**src/sv/fdmg_pkg.sv**
```systemverilog
// Package of shared types, constants and functions for the frame difference motion gate.
`default_nettype none

package fdmg_pkg;

  localparam int unsigned PIX_W       = 8;
  localparam int unsigned COUNT_W     = 23;
  localparam int unsigned PAD_W       = 11;
  localparam int unsigned DIM_CFG_W   = 12;
  localparam int unsigned COORD_OUT_W = 11;
  localparam int unsigned SIDE_OUT_W  = 12;
  localparam int unsigned CFG_IDX_W   = 3;
  localparam int unsigned CFG_DATA_W  = 23;
  localparam int unsigned DIM_CFG_MAX = (1 << DIM_CFG_W) - 1;

  localparam logic [PIX_W-1:0] THR_CAP = 8'd254;

  typedef enum logic [CFG_IDX_W-1:0] {
    REG_FRAME_WIDTH  = 3'd0,
    REG_FRAME_HEIGHT = 3'd1,
    REG_DIFF_LIMIT   = 3'd2,
    REG_MIN_CHANGES  = 3'd3,
    REG_ROI_PAD      = 3'd4
  } fdmg_reg_e;

  typedef struct packed {
    logic [DIM_CFG_W-1:0] frame_width;
    logic [DIM_CFG_W-1:0] frame_height;
    logic [PIX_W-1:0]     diff_limit;
    logic [COUNT_W-1:0]   min_changes;
    logic [PAD_W-1:0]     roi_pad;
  } fdmg_cfg_t;

  localparam fdmg_cfg_t CFG_RESET = '{
    frame_width:  12'd320,
    frame_height: 12'd240,
    diff_limit:   8'd16,
    min_changes:  23'd1,
    roi_pad:      11'd0
  };

  typedef struct packed {
    logic [PIX_W-1:0] curr_pixel;
    logic [PIX_W-1:0] prev_pixel;
  } fdmg_pix_t;

  typedef struct packed {
    logic                   gate_on;
    logic [COUNT_W-1:0]     changed_count;
    logic [COORD_OUT_W-1:0] roi_x;
    logic [COORD_OUT_W-1:0] roi_y;
    logic [SIDE_OUT_W-1:0]  roi_side;
  } fdmg_result_t;

  // Bits needed for a column or row position within the largest usable dimension.
  function automatic int unsigned pos_w(input int unsigned max_dim);
    int unsigned m;
    begin
      m = (max_dim < DIM_CFG_MAX) ? max_dim : DIM_CFG_MAX;
      return (m > 1) ? $clog2(m) : 1;
    end
  endfunction

  // A zero dimension acts as one; a dimension above the limit saturates.
  function automatic logic [DIM_CFG_W-1:0] dim_clamp(input logic [DIM_CFG_W-1:0] v,
                                                     input logic [DIM_CFG_W-1:0] maxv);
    logic [DIM_CFG_W-1:0] r;
    begin
      if (v == '0) begin
        r = DIM_CFG_W'(1);
      end else if (v > maxv) begin
        r = maxv;
      end else begin
        r = v;
      end
      return r;
    end
  endfunction

endpackage

`default_nettype wire

```
**src/sv/fdmg_stream_if.sv**
```systemverilog
// Valid/ready stream interface carrying one item of a packed payload type.
`default_nettype none

interface fdmg_stream_if #(
  parameter type T = logic
) ();

  logic valid;
  logic ready;
  T     data;

  modport source (output valid, output data, input ready);
  modport sink   (input valid, input data, output ready);

endinterface

`default_nettype wire

```
**src/sv/frame_difference_motion_gate.sv**
```systemverilog
// Top level of the frame difference motion gate: configuration, input register and pipeline.
`default_nettype none

// Accepts one pair of current and previous pixels per clock in raster order while
// the pipeline is not stalled, and returns one result item per frame once the last
// pixel of the frame is taken: the item passes through the input register, change
// accumulator, region stage and result register in turn before it moves to the output
// register. A result waiting in the output register does not hold the pixel
// side; the pipeline stalls only when a second result reaches the result
// register before the first has been taken. Frame size, threshold, open count and
// padding are to be written through the register port between frames, a rule for the user
// that the block does not enforce. One-pixel frames give one result per clock unless stalled.
module frame_difference_motion_gate
  import fdmg_pkg::*;
#(
  parameter int unsigned MAX_WIDTH  = 2048,
  parameter int unsigned MAX_HEIGHT = 2048
) (
  input  wire logic                  clk_i,
  input  wire logic                  rst_ni,
  input  wire logic                  cfg_we_i,
  input  wire logic [CFG_IDX_W-1:0]  cfg_idx_i,
  input  wire logic [CFG_DATA_W-1:0] cfg_data_i,
  fdmg_stream_if.sink                pix_if,
  fdmg_stream_if.source              res_if
);

  localparam int unsigned CW = pos_w(MAX_WIDTH);
  localparam int unsigned RW = pos_w(MAX_HEIGHT);

  fdmg_cfg_t          cfg_q;
  logic               adv;
  logic               out_free;
  logic               pix_valid_q;
  fdmg_pix_t          pix_q;

  logic               fin_valid;
  logic [COUNT_W-1:0] fin_count;
  logic [CW-1:0]      fin_left, fin_right;
  logic [RW-1:0]      fin_top, fin_bottom;

  logic               res_valid;
  fdmg_result_t       res;

  logic               out_valid_q;
  fdmg_result_t       out_q;

  assign out_free     = !out_valid_q || res_if.ready;
  assign adv          = !res_valid || out_free;
  assign pix_if.ready = adv;

  always_ff @(posedge clk_i or negedge rst_ni) begin
    if (!rst_ni) begin
      cfg_q <= CFG_RESET;
    end else if (cfg_we_i) begin
      case (cfg_idx_i)
        REG_FRAME_WIDTH:  cfg_q.frame_width  <= cfg_data_i[DIM_CFG_W-1:0];
        REG_FRAME_HEIGHT: cfg_q.frame_height <= cfg_data_i[DIM_CFG_W-1:0];
        REG_DIFF_LIMIT:   cfg_q.diff_limit   <= cfg_data_i[PIX_W-1:0];
        REG_MIN_CHANGES:  cfg_q.min_changes  <= cfg_data_i[COUNT_W-1:0];
        REG_ROI_PAD:      cfg_q.roi_pad      <= cfg_data_i[PAD_W-1:0];
        default: begin
        end
      endcase
    end
  end

  always_ff @(posedge clk_i or negedge rst_ni) begin
    if (!rst_ni) begin
      pix_valid_q <= 1'b0;
    end else if (adv) begin
      pix_valid_q <= pix_if.valid;
    end
  end

  always_ff @(posedge clk_i) begin
    if (adv && pix_if.valid) begin
      pix_q <= pix_if.data;
    end
  end

  fdmg_accum #(
    .MAX_WIDTH  (MAX_WIDTH),
    .MAX_HEIGHT (MAX_HEIGHT)
  ) u_accum (
    .clk_i        (clk_i),
    .rst_ni       (rst_ni),
    .adv_i        (adv),
    .pix_valid_i  (pix_valid_q),
    .pix_i        (pix_q),
    .cfg_i        (cfg_q),
    .fin_valid_o  (fin_valid),
    .fin_count_o  (fin_count),
    .fin_left_o   (fin_left),
    .fin_right_o  (fin_right),
    .fin_top_o    (fin_top),
    .fin_bottom_o (fin_bottom)
  );

  fdmg_roi #(
    .MAX_WIDTH  (MAX_WIDTH),
    .MAX_HEIGHT (MAX_HEIGHT)
  ) u_roi (
    .clk_i        (clk_i),
    .rst_ni       (rst_ni),
    .adv_i        (adv),
    .fin_valid_i  (fin_valid),
    .fin_count_i  (fin_count),
    .fin_left_i   (fin_left),
    .fin_right_i  (fin_right),
    .fin_top_i    (fin_top),
    .fin_bottom_i (fin_bottom),
    .cfg_i        (cfg_q),
    .res_valid_o  (res_valid),
    .res_o        (res)
  );

  always_ff @(posedge clk_i or negedge rst_ni) begin
    if (!rst_ni) begin
      out_valid_q <= 1'b0;
    end else if (out_free) begin
      out_valid_q <= res_valid;
    end
  end

  always_ff @(posedge clk_i) begin
    if (out_free && res_valid) begin
      out_q <= res;
    end
  end

  assign res_if.valid = out_valid_q;
  assign res_if.data  = out_q;

endmodule

`default_nettype wire

```
**src/sv/fdmg_accum.sv**
```systemverilog
// Per-pixel change detection, raster position tracking and motion box accumulation.
`default_nettype none

module fdmg_accum
  import fdmg_pkg::*;
#(
  parameter int unsigned MAX_WIDTH  = 2048,
  parameter int unsigned MAX_HEIGHT = 2048
) (
  input  wire logic                      clk_i,
  input  wire logic                      rst_ni,
  input  wire logic                      adv_i,
  input  wire logic                      pix_valid_i,
  input  fdmg_pix_t                      pix_i,
  input  fdmg_cfg_t                      cfg_i,
  output logic                           fin_valid_o,
  output logic [COUNT_W-1:0]             fin_count_o,
  output logic [pos_w(MAX_WIDTH)-1:0]    fin_left_o,
  output logic [pos_w(MAX_WIDTH)-1:0]    fin_right_o,
  output logic [pos_w(MAX_HEIGHT)-1:0]   fin_top_o,
  output logic [pos_w(MAX_HEIGHT)-1:0]   fin_bottom_o
);

  localparam int unsigned MW  = (MAX_WIDTH < DIM_CFG_MAX) ? MAX_WIDTH : DIM_CFG_MAX;
  localparam int unsigned MH  = (MAX_HEIGHT < DIM_CFG_MAX) ? MAX_HEIGHT : DIM_CFG_MAX;
  localparam int unsigned CW  = pos_w(MAX_WIDTH);
  localparam int unsigned RW  = pos_w(MAX_HEIGHT);
  localparam int unsigned WDW = $clog2(MW + 1);
  localparam int unsigned HDW = $clog2(MH + 1);

  logic [WDW-1:0]     w_eff;
  logic [HDW-1:0]     h_eff;
  logic [CW-1:0]      last_col;
  logic [RW-1:0]      last_row;
  logic [PIX_W-1:0]   thr;
  logic [PIX_W-1:0]   diff;
  logic               changed;
  logic               end_col;
  logic               frame_end;

  logic [CW-1:0]      col_q, col_d;
  logic [RW-1:0]      row_q, row_d;
  logic [COUNT_W-1:0] count_q, count_d;
  logic               any_q, any_d;
  logic [CW-1:0]      left_q, left_d, right_q, right_d;
  logic [RW-1:0]      top_q, top_d, bottom_q, bottom_d;

  logic               fin_valid_q;
  logic [COUNT_W-1:0] fin_count_q;
  logic [CW-1:0]      fin_left_q, fin_right_q;
  logic [RW-1:0]      fin_top_q, fin_bottom_q;

  assign w_eff    = WDW'(dim_clamp(cfg_i.frame_width, DIM_CFG_W'(MW)));
  assign h_eff    = HDW'(dim_clamp(cfg_i.frame_height, DIM_CFG_W'(MH)));
  assign last_col = CW'(w_eff - WDW'(1));
  assign last_row = RW'(h_eff - HDW'(1));
  assign thr      = (cfg_i.diff_limit > THR_CAP) ? THR_CAP : cfg_i.diff_limit;
  assign diff     = (pix_i.curr_pixel > pix_i.prev_pixel) ?
                    (pix_i.curr_pixel - pix_i.prev_pixel) :
                    (pix_i.prev_pixel - pix_i.curr_pixel);
  assign changed   = diff > thr;
  assign end_col   = col_q >= last_col;
  assign frame_end = end_col && (row_q >= last_row);

  always_comb begin
    count_d  = count_q;
    any_d    = any_q;
    left_d   = left_q;
    right_d  = right_q;
    top_d    = top_q;
    bottom_d = bottom_q;
    if (changed) begin
      if (count_q != '1) begin
        count_d = count_q + COUNT_W'(1);
      end
      any_d = 1'b1;
      if (!any_q) begin
        left_d   = col_q;
        right_d  = col_q;
        top_d    = row_q;
        bottom_d = row_q;
      end else begin
        if (col_q < left_q) begin
          left_d = col_q;
        end
        if (col_q > right_q) begin
          right_d = col_q;
        end
        if (row_q < top_q) begin
          top_d = row_q;
        end
        if (row_q > bottom_q) begin
          bottom_d = row_q;
        end
      end
    end
    col_d = end_col ? '0 : (col_q + CW'(1));
    row_d = end_col ? (row_q + RW'(1)) : row_q;
  end

  always_ff @(posedge clk_i or negedge rst_ni) begin
    if (!rst_ni) begin
      col_q       <= '0;
      row_q       <= '0;
      count_q     <= '0;
      any_q       <= 1'b0;
      left_q      <= '0;
      right_q     <= '0;
      top_q       <= '0;
      bottom_q    <= '0;
      fin_valid_q <= 1'b0;
    end else if (adv_i) begin
      fin_valid_q <= pix_valid_i && frame_end;
      if (pix_valid_i) begin
        if (frame_end) begin
          col_q    <= '0;
          row_q    <= '0;
          count_q  <= '0;
          any_q    <= 1'b0;
          left_q   <= '0;
          right_q  <= '0;
          top_q    <= '0;
          bottom_q <= '0;
        end else begin
          col_q    <= col_d;
          row_q    <= row_d;
          count_q  <= count_d;
          any_q    <= any_d;
          left_q   <= left_d;
          right_q  <= right_d;
          top_q    <= top_d;
          bottom_q <= bottom_d;
        end
      end
    end
  end

  always_ff @(posedge clk_i) begin
    if (adv_i && pix_valid_i && frame_end) begin
      fin_count_q  <= count_d;
      fin_left_q   <= left_d;
      fin_right_q  <= right_d;
      fin_top_q    <= top_d;
      fin_bottom_q <= bottom_d;
    end
  end

  assign fin_valid_o  = fin_valid_q;
  assign fin_count_o  = fin_count_q;
  assign fin_left_o   = fin_left_q;
  assign fin_right_o  = fin_right_q;
  assign fin_top_o    = fin_top_q;
  assign fin_bottom_o = fin_bottom_q;

`ifndef SYNTHESIS
  a_any_matches_count: assert property (@(posedge clk_i) disable iff (!rst_ni)
    any_q == (count_q != '0))
    else $error("Change flag disagrees with the changed pixel count.");

  a_box_ordered: assert property (@(posedge clk_i) disable iff (!rst_ni)
    any_q |-> ((left_q <= right_q) && (top_q <= bottom_q)))
    else $error("Motion box edges are out of order.");
`endif

endmodule

`default_nettype wire

```
**src/sv/fdmg_roi.sv**
```systemverilog
// Gate decision and square region computation, with the result register.
`default_nettype none

module fdmg_roi
  import fdmg_pkg::*;
#(
  parameter int unsigned MAX_WIDTH  = 2048,
  parameter int unsigned MAX_HEIGHT = 2048
) (
  input  wire logic                       clk_i,
  input  wire logic                       rst_ni,
  input  wire logic                       adv_i,
  input  wire logic                       fin_valid_i,
  input  wire logic [COUNT_W-1:0]         fin_count_i,
  input  wire logic [pos_w(MAX_WIDTH)-1:0]  fin_left_i,
  input  wire logic [pos_w(MAX_WIDTH)-1:0]  fin_right_i,
  input  wire logic [pos_w(MAX_HEIGHT)-1:0] fin_top_i,
  input  wire logic [pos_w(MAX_HEIGHT)-1:0] fin_bottom_i,
  input  fdmg_cfg_t                       cfg_i,
  output logic                            res_valid_o,
  output fdmg_result_t                    res_o
);

  localparam int unsigned MW  = (MAX_WIDTH < DIM_CFG_MAX) ? MAX_WIDTH : DIM_CFG_MAX;
  localparam int unsigned MH  = (MAX_HEIGHT < DIM_CFG_MAX) ? MAX_HEIGHT : DIM_CFG_MAX;
  localparam int unsigned WDW = $clog2(MW + 1);
  localparam int unsigned HDW = $clog2(MH + 1);
  localparam int unsigned XW0 = (WDW > HDW) ? WDW : HDW;
  localparam int unsigned XW  = (XW0 > PAD_W + 1) ? XW0 : (PAD_W + 1);
  localparam int unsigned SW  = XW + 2;

  // Centres the square on the box midpoint and keeps it inside the frame.
  function automatic logic signed [SW-1:0] place(input logic signed [SW-1:0] mid,
                                                 input logic signed [SW-1:0] side,
                                                 input logic signed [SW-1:0] lim);
    logic signed [SW-1:0] s;
    begin
      s = mid - (side >>> 1);
      if (s < 0) begin
        s = '0;
      end else if ((s + side) > lim) begin
        s = lim - side;
      end
      return s;
    end
  endfunction

  logic [SW-1:0]        w_eff, h_eff;
  logic [SW-1:0]        pad2;
  logic [SW-1:0]        ext_x, ext_y;
  logic                 open_a;

  logic                 a_valid_q;
  logic                 a_open_q;
  logic [COUNT_W-1:0]   a_count_q;
  logic [SW-1:0]        a_side_q, a_side_d;
  logic [SW-1:0]        a_cap_q, a_cap_d;
  logic [SW-1:0]        a_midx_q, a_midx_d;
  logic [SW-1:0]        a_midy_q, a_midy_d;

  logic [SW-1:0]        side_b;
  logic signed [SW-1:0] sx, sy;

  logic                 res_valid_q;
  fdmg_result_t         res_q, res_d;

  assign w_eff  = SW'(dim_clamp(cfg_i.frame_width, DIM_CFG_W'(MW)));
  assign h_eff  = SW'(dim_clamp(cfg_i.frame_height, DIM_CFG_W'(MH)));
  assign pad2   = SW'({cfg_i.roi_pad, 1'b0});
  assign ext_x  = SW'(fin_right_i) - SW'(fin_left_i) + pad2;
  assign ext_y  = SW'(fin_bottom_i) - SW'(fin_top_i) + pad2;
  assign open_a = (fin_count_i != '0) && (fin_count_i >= cfg_i.min_changes);

  assign a_side_d = ((ext_x > ext_y) ? ext_x : ext_y) + SW'(1);
  assign a_cap_d  = (w_eff < h_eff) ? w_eff : h_eff;
  assign a_midx_d = (SW'(fin_left_i) + SW'(fin_right_i)) >> 1;
  assign a_midy_d = (SW'(fin_top_i) + SW'(fin_bottom_i)) >> 1;

  assign side_b = (a_side_q > a_cap_q) ? a_cap_q : a_side_q;
  assign sx     = place($signed(a_midx_q), $signed(side_b), $signed(w_eff));
  assign sy     = place($signed(a_midy_q), $signed(side_b), $signed(h_eff));

  always_comb begin
    res_d.gate_on       = a_open_q;
    res_d.changed_count = a_count_q;
    if (a_open_q) begin
      res_d.roi_x    = sx[COORD_OUT_W-1:0];
      res_d.roi_y    = sy[COORD_OUT_W-1:0];
      res_d.roi_side = side_b[SIDE_OUT_W-1:0];
    end else begin
      res_d.roi_x    = '0;
      res_d.roi_y    = '0;
      res_d.roi_side = '0;
    end
  end

  always_ff @(posedge clk_i or negedge rst_ni) begin
    if (!rst_ni) begin
      a_valid_q   <= 1'b0;
      res_valid_q <= 1'b0;
    end else if (adv_i) begin
      a_valid_q   <= fin_valid_i;
      res_valid_q <= a_valid_q;
    end
  end

  always_ff @(posedge clk_i) begin
    if (adv_i && fin_valid_i) begin
      a_open_q  <= open_a;
      a_count_q <= fin_count_i;
      a_side_q  <= a_side_d;
      a_cap_q   <= a_cap_d;
      a_midx_q  <= a_midx_d;
      a_midy_q  <= a_midy_d;
    end
    if (adv_i && a_valid_q) begin
      res_q <= res_d;
    end
  end

  assign res_valid_o = res_valid_q;
  assign res_o       = res_q;

`ifndef SYNTHESIS
  a_closed_zero: assert property (@(posedge clk_i) disable iff (!rst_ni)
    (res_valid_q && !res_q.gate_on) |->
      ((res_q.roi_x == '0) && (res_q.roi_y == '0) && (res_q.roi_side == '0)))
    else $error("Closed gate carries a non-zero region.");

  a_open_needs_count: assert property (@(posedge clk_i) disable iff (!rst_ni)
    (res_valid_q && res_q.gate_on) |->
      ((res_q.changed_count != '0) && (res_q.roi_side != '0)))
    else $error("Open gate without changed pixels or with an empty region.");
`endif

endmodule

`default_nettype wire
```
**src/flat_wrapper.sv**
```systemverilog
// flat-port wrapper written by rule: the top's interface ports become plain ports
module frame_difference_motion_gate_flat import fdmg_pkg::*;
#(
  parameter int unsigned MAX_WIDTH  = 2048,
  parameter int unsigned MAX_HEIGHT = 2048
)
  (clk_i, rst_ni, cfg_we_i, cfg_idx_i, cfg_data_i, pix_if_valid, pix_if_data, pix_if_ready, res_if_valid, res_if_data, res_if_ready);
  fdmg_stream_if pix_if_i ();
  fdmg_stream_if res_if_i ();
  input  wire logic clk_i;
  input  wire logic rst_ni;
  input  wire logic cfg_we_i;
  input  wire logic [CFG_IDX_W-1:0] cfg_idx_i;
  input  wire logic [CFG_DATA_W-1:0] cfg_data_i;
  input wire logic [$bits(pix_if_i.valid)-1:0] pix_if_valid;
  input wire logic [$bits(pix_if_i.data)-1:0] pix_if_data;
  output wire logic [$bits(pix_if_i.ready)-1:0] pix_if_ready;
  output wire logic [$bits(res_if_i.valid)-1:0] res_if_valid;
  output wire logic [$bits(res_if_i.data)-1:0] res_if_data;
  input wire logic [$bits(res_if_i.ready)-1:0] res_if_ready;
  assign pix_if_i.valid = pix_if_valid;
  assign pix_if_i.data = pix_if_data;
  assign pix_if_ready = pix_if_i.ready;
  assign res_if_valid = res_if_i.valid;
  assign res_if_data = res_if_i.data;
  assign res_if_i.ready = res_if_ready;
  frame_difference_motion_gate #(.MAX_WIDTH(MAX_WIDTH), .MAX_HEIGHT(MAX_HEIGHT)) u_core (.clk_i(clk_i), .rst_ni(rst_ni), .cfg_we_i(cfg_we_i), .cfg_idx_i(cfg_idx_i), .cfg_data_i(cfg_data_i), .pix_if(pix_if_i), .res_if(res_if_i));
endmodule
```
**config.mk**
```make
export PLATFORM = sky130hd
export DESIGN_NAME = frame_difference_motion_gate_flat
export DESIGN_NICKNAME = d
export VERILOG_FILES = /design/src/sv/fdmg_pkg.sv /design/src/sv/fdmg_stream_if.sv /design/src/sv/frame_difference_motion_gate.sv /design/src/sv/fdmg_accum.sv /design/src/sv/fdmg_roi.sv /design/src/flat_wrapper.sv
export SDC_FILE = /design/constraint.sdc
export NUM_CORES = 1
export LEC_CHECK = 0
export ABC_AREA = 0
export BUFFER_PORTS_ARGS = -buffer_cell sky130_fd_sc_hd__buf_2
export CAP_MARGIN = 20
export CORE_UTILIZATION = 40
export CTS_CLUSTER_SIZE = 20
export DETAILED_ROUTE_END_ITERATION = 10
export GPL_TIMING_DRIVEN = 0
export SETUP_SLACK_MARGIN = 0.05
export SKIP_CTS_REPAIR_TIMING = 1
export SLEW_MARGIN = 25
export SYNTH_ARGS = -nofsm -noshare
export SYNTH_HDL_FRONTEND = slang
export SYNTH_SLANG_ARGS = --single-unit
```
**constraint.sdc**
```tcl
create_clock -name clk_i -period 6.3 [get_ports clk_i]
set_input_delay 0 -clock clk_i [delete_from_list [all_inputs] [get_ports clk_i]]
set_output_delay 0 -clock clk_i [all_outputs]
set_load 0.05 [all_outputs]
```
# After elaboration in Yosys (flattened, before gate mapping)
# Cells that the tools add are included.
# word_totals
reg_bits,258
output_inout_bits,3
in_bits,32
elab_cells,121
# op_classes
reduce_logical,27
muxes,34
n_eq_ne,5
magnitude_cmp,15
addsub,11
# ops
op,n
2-to-1 mux 11 bit,20
2-to-1 mux 23 bit,3
2-to-1 mux 12 bit,5
adder 12 x 13 -> 14 bit,2
> comparator 12 bit (second input constant),2
logical NOT 12 bit,2
subtractor 11 x 11 -> 12 bit,2
adder 23 x 1 -> 23 bit (second input constant),1
greater-or-equal comparator 23 bit,1
inequality test 23 bit (second input constant),1
nonzero test 23 bit,1
adder 11 x 1 -> 11 bit (second input constant),2
greater-or-equal comparator 11 bit,2
> comparator 11 bit,2
< comparator 11 bit,2
subtractor 11 x 1 -> 11 bit (second input constant),2
2-to-1 mux 8 bit,2
adder 14 x 1 -> 14 bit (second input constant),1
> comparator 14 x 12 -> 1 bit,1
> comparator 14 bit,1
2-to-1 mux 14 bit,1
< comparator 12 bit,1
AND reduction 2 bit,6
logical AND 1 bit,9
13 further kinds,20

# Longest topological paths before layout
# Gate-level depths: netlist (run 1).
# logic_depth
word_depth,8
mapped_depth,33
ltp_nobuf,30

# Cells and area by module
# From an unflattened synthesis (run 1), not the netlist that was laid out.
# hier_totals
hier_cells,2558
hier_area_um2,25725.9
# by_module_without_submodules
mod,area_each_um2,cells_per_inst,instances,seq_area_each_um2
fdmg_roi,13045.0,1395,1,3953.8
fdmg_accum,9962.1,1009,1,4289.1
frame_difference_motion_gate,2718.9,154,1,1771.7

# Least setup slack after synthesis (run 1)
# Ideal clock, no wire load.
# synth_timing
path_type,register to register
from,reg u_core.u_accum.fin_top_q[0] (netlist: u_core.u_accum.fin_top_o[0])
to,reg u_core.u_roi.a_side_q[12] (data pin)
required_ns,6.033
synth_period_minus_slack_ns,6.382
stages_incl_launch_ff,30
setup_time_ns,0.267
n_path_buf,3
setup_slack_ns,-0.082
t_arrival_ns,6.115
path_cell_list,edfxtp_1 ha_1 fa_1 nor2b_1 o21ai_0 a21boi_0 o21a_1 nor2_1 o21bai_1 a21oi_1 a311o_1 ha_1 a21o_1 a31o_2 a21oi_1 xnor2_1 inv_1 ha_1 nand4_1 o21ba_2 a21oi_1 clkbuf_1 buf_1 clkbuf_1 nand2_1 o21ai_0 ha_1 a21boi_1 nor3b_1 xor2_1
# synth_between
elab_chain_len,5
# synth_rtl
item,line,text
start: declaration,fdmg_accum.sv:51,"logic [RW-1:0] fin_top_q, fin_bottom_q;"
start signal: assignment,fdmg_accum.sv:143,fin_top_q <= top_d;
subtractor 11 x 11 -> 12 bit (*),fdmg_roi.sv:71,assign ext_y = SW'(fin_bottom_i) - SW'(fin_top_i) + pad2;
adder 12 x 13 -> 14 bit (*),fdmg_roi.sv:71,
> comparator 14 bit,fdmg_roi.sv:74,assign a_side_d = ((ext_x > ext_y) ? ext_x : ext_y) + SW'(1);
2-to-1 mux 14 bit (*),fdmg_roi.sv:74,
adder 14 x 1 -> 14 bit (*),fdmg_roi.sv:74,
named net u_core.u_roi.a_side_d[12],fdmg_roi.sv:56,"logic [SW-1:0] a_side_q, a_side_d;"
end signal: assignment,fdmg_roi.sv:111,a_side_q <= a_side_d;
end: declaration,fdmg_roi.sv:56,
# Mark *: on every way through the listed nets, which the timed path passes. The rest lies on a longest branch.
# A chain may end at the register's enable or synchronous reset.

# Final worst setup path (run 1)
# layout_timing
from,reg u_core.u_accum.fin_left_q[0] (netlist: u_core.u_accum.fin_left_o[0])
to,reg u_core.u_roi.a_side_q[6] (data pin)
# layout_between
elab_chain_len,5
# layout_rtl
item,line,text
start: declaration,fdmg_accum.sv:50,"logic [CW-1:0] fin_left_q, fin_right_q;"
start signal: assignment,fdmg_accum.sv:141,fin_left_q <= left_d;
subtractor 11 x 11 -> 12 bit (*),fdmg_roi.sv:70,assign ext_x = SW'(fin_right_i) - SW'(fin_left_i) + pad2;
adder 12 x 13 -> 14 bit (*),fdmg_roi.sv:70,
> comparator 14 bit,fdmg_roi.sv:74,
2-to-1 mux 14 bit (*),fdmg_roi.sv:74,
adder 14 x 1 -> 14 bit (*),fdmg_roi.sv:74,
named net u_core.u_roi.a_side_d[6],fdmg_roi.sv:56,
# Marked as above.

==> results_dict.tcl, run 1 <==
set metrics [dict create \
    status "finished, final reports clean" \
    timing.critical_path.from_type "flip-flop" \
    cell_internal_pwr_w 0.00372 \
    switching_power_total_w 0.00184 \
    design.portCount 35 \
    required_ns 6.60 \
    total_power_divided_by_cell_area_nw_per_um2 291 \
    synth_enable_flop_cells 97 \
    synth.most_common_cell "sky130_fd_sc_hd__ha_1" \
    reg2reg_setup_slack_ns 0.16 \
    ys_seq_area_share_pct 42.1 \
    synth_ff_type "sky130_fd_sc_hd__dfrtp_1" \
    fp.dieW_um 205 \
    timing_worst_setup_path_type "flip-flop to flip-flop" \
    grt_pass1_wl_um 64300 \
    slowest_stage "sky130_fd_sc_hd__edfxtp_1" \
    worst_reg2reg_startpoint "u_core.u_accum.fin_left_o[0]$_DFFE_PP_" \
    ant_nets 0 \
    holdCritPathClass "input port to asynchronous set/reset pin" \
    worst-slew-pin-transition_ns 1.13 \
    post_syn_area_per_cell_um2 10.2 \
    initial_core_util_pct 40.5 \
    fin_nets 1963 \
    grt_usage_pct 19.7 \
    layout.filler_cells 3792 \
    die_height_um 205 \
    drive_above_1_share_pct 13.6 \
    netlist_area_um2 16500 \
    cts_tree "done" \
    timing.slew.headroom_pct 24.4 \
    drt_first_pass_iters 7 \
    post_drt_via_cell_ratio 5.42 \
    ctsRootBufferMaster "sky130_fd_sc_hd__clkbuf_16" \
    final_core_util_pct 46.9 \
    p_comb_share_pct 31.8 \
    synth_cell_type_count 69 \
    finalNonFillerCells 2298 \
    p_seq_share_pct 37.8 \
    placedInstanceArea_um2 17400 \
    antenna_found_initial 0 \
    crit_fanout 8 \
    vias 12400 \
    synth_cells 1626 \
    num_antenna_cells 0 \
    synthToLayoutAreaGrowth_pct 15.7 \
    cts.sinks 258 \
    capturing_point_of_the_worst_reg2reg_path "u_core.u_roi.a_side_q[6]$_DFFE_PP_" \
    numCtsBuffers 28 \
    period_needed_ns 6.14 \
    clkTransAtPathRegs_ns 0.06 \
    grt_setup_unrepaired "yes" \
    yosys_warnings 0 \
    place.gp.congestion 0.871 \
    grt_start_max_net_pins 83 \
    grt_pass1_vias 11700 \
    finalWirelength_um 41800 \
    detail_route.drc_violations 0 \
    synth-async-reset-ratio_pct 62.4 \
    dp_slack_ns -1.31 \
    layout_worst_path_cycle_share_pct 97.5 \
    cp-end-kind "flip-flop" \
    power_switching_share_pct 33.1 \
    p_clk_share_pct 30.5 \
    cp_slowest_stage_delay_ns 0.43 \
    finalMaxSlewViolations 0 \
    clock_latency_ns 0.60 \
    cellLeakagePower_nw 8.49 \
    timing.reg2reg.worst_path_depth 30 \
    detail_routed_net_length_per_standard_cell_um 18.2 \
    drtIter0Drc 610 \
    ys_seq_elements 258 \
    fin_worst_skew_ns 0.0458 \
    setup_viol 0 \
    clock.fmax_ghz 0.163 \
    synth.top_cells.by_area "sky130_fd_sc_hd__dfrtp_1 23%, sky130_fd_sc_hd__edfxtp_1 18%, sky130_fd_sc_hd__ha_1 14%" \
    dp.final_hpwl_um 31200 \
    clock_tree.htree_level_count 1 \
    synth.top_cell.area_share_pct 23.2 \
    final_design_area_no_fill_um2 19100 \
    setup_ws_ns 0.160 \
    maximum_ir_drop_on_the_vdd_rail_mv 0.204 \
    rows 74 \
    drv_cap 0 \
    finalSetupTns_ns 0 \
    synth_top_area_cell "sky130_fd_sc_hd__dfrtp_1" \
    ys_top_cells_by_count "183 x sky130_fd_sc_hd__ha_1, 163 x sky130_fd_sc_hd__inv_1, 153 x sky130_fd_sc_hd__dfrtp_1" \
    design.core.area_um2 40700 \
    portBuffers 34 \
    synth.net_count 1845 \
    max-clock-path-buffers 3 \
    place_inst 2194 \
    critical_path_arrival_ns 6.44 \
    final_hold_viol_count 0 \
    grt.overflow.total 0 \
    floorplan.die_area_um2 42100 \
]
==> layer usage <==
| metal | vias to the layer above | part of all wire (%) | track usage, % |
|---|---|---|---|
| met4 | 0 | 3.0 | 6.40 |
| met1 | 6075 | 48 | 27.9 |
| li1 | 6063 | - | - |
| met3 | 67 | 3.7 | 2.07 |
| met5 | - | 0 | 0 |
| met2 | 242 | 45 | 31.3 |
==> worst max-delay path by stage <==
stage                                                  startpoint                                  end  slack (ns)  cells after the start
after detailed placement   u_core.u_accum.fin_left_o[0]$_DFFE_PP_  u_core.u_roi.a_side_q[10]$_DFFE_PP_       -1.31                     29
after floorplan             u_core.u_accum.fin_top_o[0]$_DFFE_PP_  u_core.u_roi.a_side_q[12]$_DFFE_PP_        0.05                     29
after global routing       u_core.u_accum.fin_left_o[0]$_DFFE_PP_   u_core.u_roi.a_side_q[6]$_DFFE_PP_       -0.08                     30
after CTS                 u_core.u_accum.fin_right_o[0]$_DFFE_PP_  u_core.u_roi.a_side_q[10]$_DFFE_PP_       -1.38                     30
final                      u_core.u_accum.fin_left_o[0]$_DFFE_PP_   u_core.u_roi.a_side_q[6]$_DFFE_PP_        0.16                     30
after global placement     u_core.u_accum.fin_left_o[0]$_DFFE_PP_   u_core.u_roi.a_side_q[8]$_DFFE_PP_       -1.19                     31
==> final cells by class <==
class	count	area (um^2)	share of cell area (%)
multi-input combinational	1151	8960	46.9
timing repair buffer	88	708	3.71
clock buffer	36	751	3.93
buffer	53	245	1.28
clock inverter	16	203	1.06
tap	532	666	3.48
inverter	164	616	3.22
sequential	258	6950	36.4
==> through the flow <==
stage               hold WS [ns]  total power [W]
floorplan                 -0.296          0.00324
global placement           0.181          0.00364
detailed placement        0.0640          0.00369
CTS                       -0.564          0.00541
global route               0.116          0.00589
finish                    0.0284          0.00556
==> power groups by stage <==
stage / Clock, W / Combinational (W) / Sequential, W
floorplan: 0 / 0.00117 / 0.00206
global placement: 0 / 0.00152 / 0.00212
detailed placement: 0 / 0.00157 / 0.00213
CTS: 0.00174 / 0.00158 / 0.00209
global route: 0.00180 / 0.00197 / 0.00212
finish: 0.00169 / 0.00177 / 0.00210
==> worst max-delay path: cells and delay by family, from the launching register on <==
family          cells  cell delay [ns]
xor+xnor            2             0.35
simple gates        6             1.00
flops               1             0.43
mux                 2             0.16
buf+inv             4             0.62
fa+ha+maj           5             1.49
compound gates     11             1.81
==> cells by family (layout without fill, tap and decap cells) <==
| kind of cell | Yosys count | in the layout | share of synthesized area, % |
|---|---|---|---|
| AOI/OAI and AO/OA | 379 | 379 | 15.0 |
| xor gates and xnor gates | 94 | 94 | 4.99 |
| adders and majority gates | 187 | 187 | 14.4 |
| buffers and inverters | 217 | 357 | 4.95 |
| DFF | 258 | 258 | 42.1 |
| muxes | 97 | 97 | 6.47 |
| and+or+nand+nor | 394 | 394 | 12.2 |
==> layout by cell type, fill, tap and decap left out, types with 14 or more instances in the layout <==
cell type,netlist,final
sky130_fd_sc_hd__edfxtp_1,97,97
sky130_fd_sc_hd__and3_1,14,14
sky130_fd_sc_hd__nor2_1,63,61
sky130_fd_sc_hd__a22o_1,49,49
sky130_fd_sc_hd__clkbuf_1,50,53
sky130_fd_sc_hd__dlygate4sd3_1,0,33
sky130_fd_sc_hd__ha_1,183,181
sky130_fd_sc_hd__xor2_1,34,33
sky130_fd_sc_hd__buf_2,2,35
sky130_fd_sc_hd__inv_1,163,162
sky130_fd_sc_hd__dfrtp_1,153,153
sky130_fd_sc_hd__mux2_2,78,78
sky130_fd_sc_hd__a21oi_1,80,76
sky130_fd_sc_hd__a21o_1,43,43
sky130_fd_sc_hd__nand2_1,114,113
sky130_fd_sc_hd__xnor2_1,60,57
sky130_fd_sc_hd__clkbuf_16,0,28
sky130_fd_sc_hd__o21a_1,16,16
sky130_fd_sc_hd__nand2b_1,31,31
sky130_fd_sc_hd__nor3_1,32,31
sky130_fd_sc_hd__buf_4,0,19
sky130_fd_sc_hd__nand4_1,26,26
sky130_fd_sc_hd__o21ai_0,112,105
sky130_fd_sc_hd__nor2b_1,24,24
sky130_fd_sc_hd__nand3_1,30,30
sky130_fd_sc_hd__and2_1,15,14
sky130_fd_sc_hd__mux2i_1,19,19
==> registers in the layout (all words and copies together), names as in the netlist, 11 cells and up <==
register	cells
u_core.u_accum.fin_left_o	11
u_core.u_accum.fin_count_o	23
u_core.u_accum.left_q	11
u_core.u_accum.fin_bottom_o	11
u_core.u_accum.fin_top_o	11
u_core.u_accum.row_q	11
u_core.u_accum.bottom_q	11
u_core.u_accum.top_q	11
u_core.cfg_q	66
u_core.u_roi.a_cap_q	12
u_core.u_accum.count_q	23
u_core.u_accum.col_q	11
u_core.u_roi.a_side_q	14
u_core.u_accum.right_q	11
u_core.u_accum.fin_right_o	11
(Power assumes the default switching activity.)
==> run 2, diff against run 1 <==
Clock period 6.3 ns to 7.7 ns, I/O delays scaled along.
==> run 2 against run 1 <==
Critical endpoint is now u_core.u_roi.a_side_q[12]$_DFFE_PP_. Critical path type unchanged. Cell count shrank 0.91%. Highest routed layer unchanged. Clock power shrank 18%. Largest power group unchanged. Sequential power is 18% lower.
==> results_dict.tcl, run 2 (synthesis results as in run 1) <==
set metrics [dict create \
    ant_nets 0 \
    grt_start_max_net_pins 90 \
    design.core.area_um2 40700 \
    final_core_util_pct 45.9 \
    drive_above_1_share_pct 11.5 \
    fin_worst_skew_ns 0.0377 \
    antenna_found_initial 0 \
    dp.final_hpwl_um 31300 \
    status "finished, final reports clean" \
    num_antenna_cells 0 \
    finalMaxSlewViolations 0 \
    fp.dieW_um 205 \
    clock_latency_ns 0.59 \
    timing.slew.headroom_pct 28.7 \
    synthToLayoutAreaGrowth_pct 13.3 \
    required_ns 8.00 \
    final_common_cell "sky130_fd_sc_hd__ha_1" \
    maximum_ir_drop_on_the_vdd_rail_mv 0.202 \
    max-clock-path-buffers 3 \
    drt_first_pass_iters 5 \
    topRoutingLayerUsed "met4" \
    cp_slowest_stage_delay_ns 0.40 \
    largest_register_ff_count 66 \
    ctsRootBufferMaster "sky130_fd_sc_hd__clkbuf_16" \
    final_hold_viol_count 0 \
    grt.overflow.total 0 \
    report.power.total_w 0.00441 \
    finalWirelength_um 41100 \
    detail_routed_net_length_per_standard_cell_um 18.1 \
    die_height_um 205 \
    cp_top_family "compound AO/OA/AOI/OAI gates" \
    routedLengthMet1_um 19900 \
    mostFrequentLayoutCells "183 x sky130_fd_sc_hd__ha_1, 163 x sky130_fd_sc_hd__inv_1, 153 x sky130_fd_sc_hd__dfrtp_1, 114 x sky130_fd_sc_hd__nand2_1, 112 x sky130_fd_sc_hd__o21ai_0" \
    floorplan.die_area_um2 42100 \
    grt_usage_pct 19.5 \
    clock_tree.htree_level_count 1 \
    wl_met2_um 18400 \
    cts_tree "done" \
    finalNonFillerCells 2277 \
    cp-end-kind "flip-flop" \
    wl_met3_um 1760 \
    post_drt_via_cell_ratio 5.36 \
    most_flop_heavy_register "u_core.cfg_q" \
    grt_pass1_vias 11800 \
    finalSetupTns_ns 0 \
    place_inst 2194 \
    fin_nets 1942 \
    clkTransAtPathRegs_ns 0.07 \
    place.gp.congestion 0.905 \
    timing_worst_setup_path_type "flip-flop to flip-flop" \
    critical_path_arrival_ns 7.29 \
    clock.fmax_ghz 0.143 \
    crit_fanout 10 \
    worst-path-buf-inv 3 \
    vias 12200 \
    slowest_stage "sky130_fd_sc_hd__fa_1" \
    cellLeakagePower_nw 8.33 \
    period_needed_ns 6.99 \
    drtIter0Drc 785 \
    timing.critical_path.from_type "flip-flop" \
    holdCritPathClass "input port to asynchronous set/reset pin" \
    layout_worst_path_cycle_share_pct 90.7 \
    grt_setup_unrepaired "no" \
    initial_core_util_pct 40.5 \
    cts.sinks 258 \
    worst-slew-pin-transition_ns 1.06 \
    detail_route.drc_violations 0 \
    portBuffers 34 \
    grt_pass1_wl_um 63900 \
    drv_cap 0 \
    rows 74 \
    design.portCount 35 \
    numCtsBuffers 28 \
    total_power_divided_by_cell_area_nw_per_um2 236 \
    setup_viol 0 \
]
run 2: cell count changes in the layout (fill, tap and decap cells not counted), moves of 3 or more:
cell                       delta
sky130_fd_sc_hd__o21ai_1      -5
sky130_fd_sc_hd__clkinv_2     +3
sky130_fd_sc_hd__o21ai_0      +7
sky130_fd_sc_hd__buf_4       -19
sky130_fd_sc_hd__a21oi_1      +3
run 2: metrics by stage:
| step | worst slack (ns) | area [um^2] | hold WS, ns |
|---|---|---|---|
| 2_1_floorplan | 1.32 | 16500 | -0.296 |
| 3_3_place_gp | 0.0416 | 17300 | 0.185 |
| 3_5_place_dp | -0.0286 | 17400 | 0.0279 |
| 4_1_cts | -0.0921 | 18400 | -0.595 |
| 5_1_grt | 0.0535 | 18700 | 0.0246 |
| 6_report | 0.714 | 18700 | 0.0101 |
run 2: final timing paths:
check | depth (start not counted) | slack, ns | to | startpoint
max | 30 | 0.71 | u_core.u_roi.a_side_q[12]$_DFFE_PP_ | u_core.u_accum.fin_left_o[0]$_DFFE_PP_
min | 2 | 0.01 | u_core.cfg_q[2]$_DFFE_PN0P_ | rst_ni
max reg2reg | 30 | 0.71 | u_core.u_roi.a_side_q[12]$_DFFE_PP_ | u_core.u_accum.fin_left_o[0]$_DFFE_PP_
min reg2reg | 0 | 0.43 | u_core.res_if.data$_DFFE_PP_ | u_core.u_roi.res_o[0]$_SDFFCE_PN0P_
max in group asynchronous | 3 | 6.80 | u_core.cfg_q[59]$_DFFE_PN0P_ | rst_ni
min in group clk_i | 4 | 0.04 | u_core.cfg_q[65]$_DFFE_PN0P_ | cfg_idx_i[2]
run 2: area by class of cell:
type	instances	area [um^2]
clock buffers	35	747
repair buffers	67	546
fillers	3768	22000
inverters	164	616
clock inverters	17	206
plain buffers	53	209
multi-input cells	1151	8770
well taps	532	666
flip-flops and latches	258	6950
run 2: power by group:
| part | switching, W | internal [W] | total, W |
|---|---|---|---|
| combinational | 0.000739 | 0.000573 | 0.00131 |
| sequential | 0.000134 | 0.00158 | 0.00172 |
| clock | 0.000589 | 0.000797 | 0.00139 |
run 2: layer usage:
metal	vias up	global-route usage, %
met5	-	0
met3	55	2.43
met2	232	30.8
met4	0	5.71
li1	6010	-
met1	5916	27.9
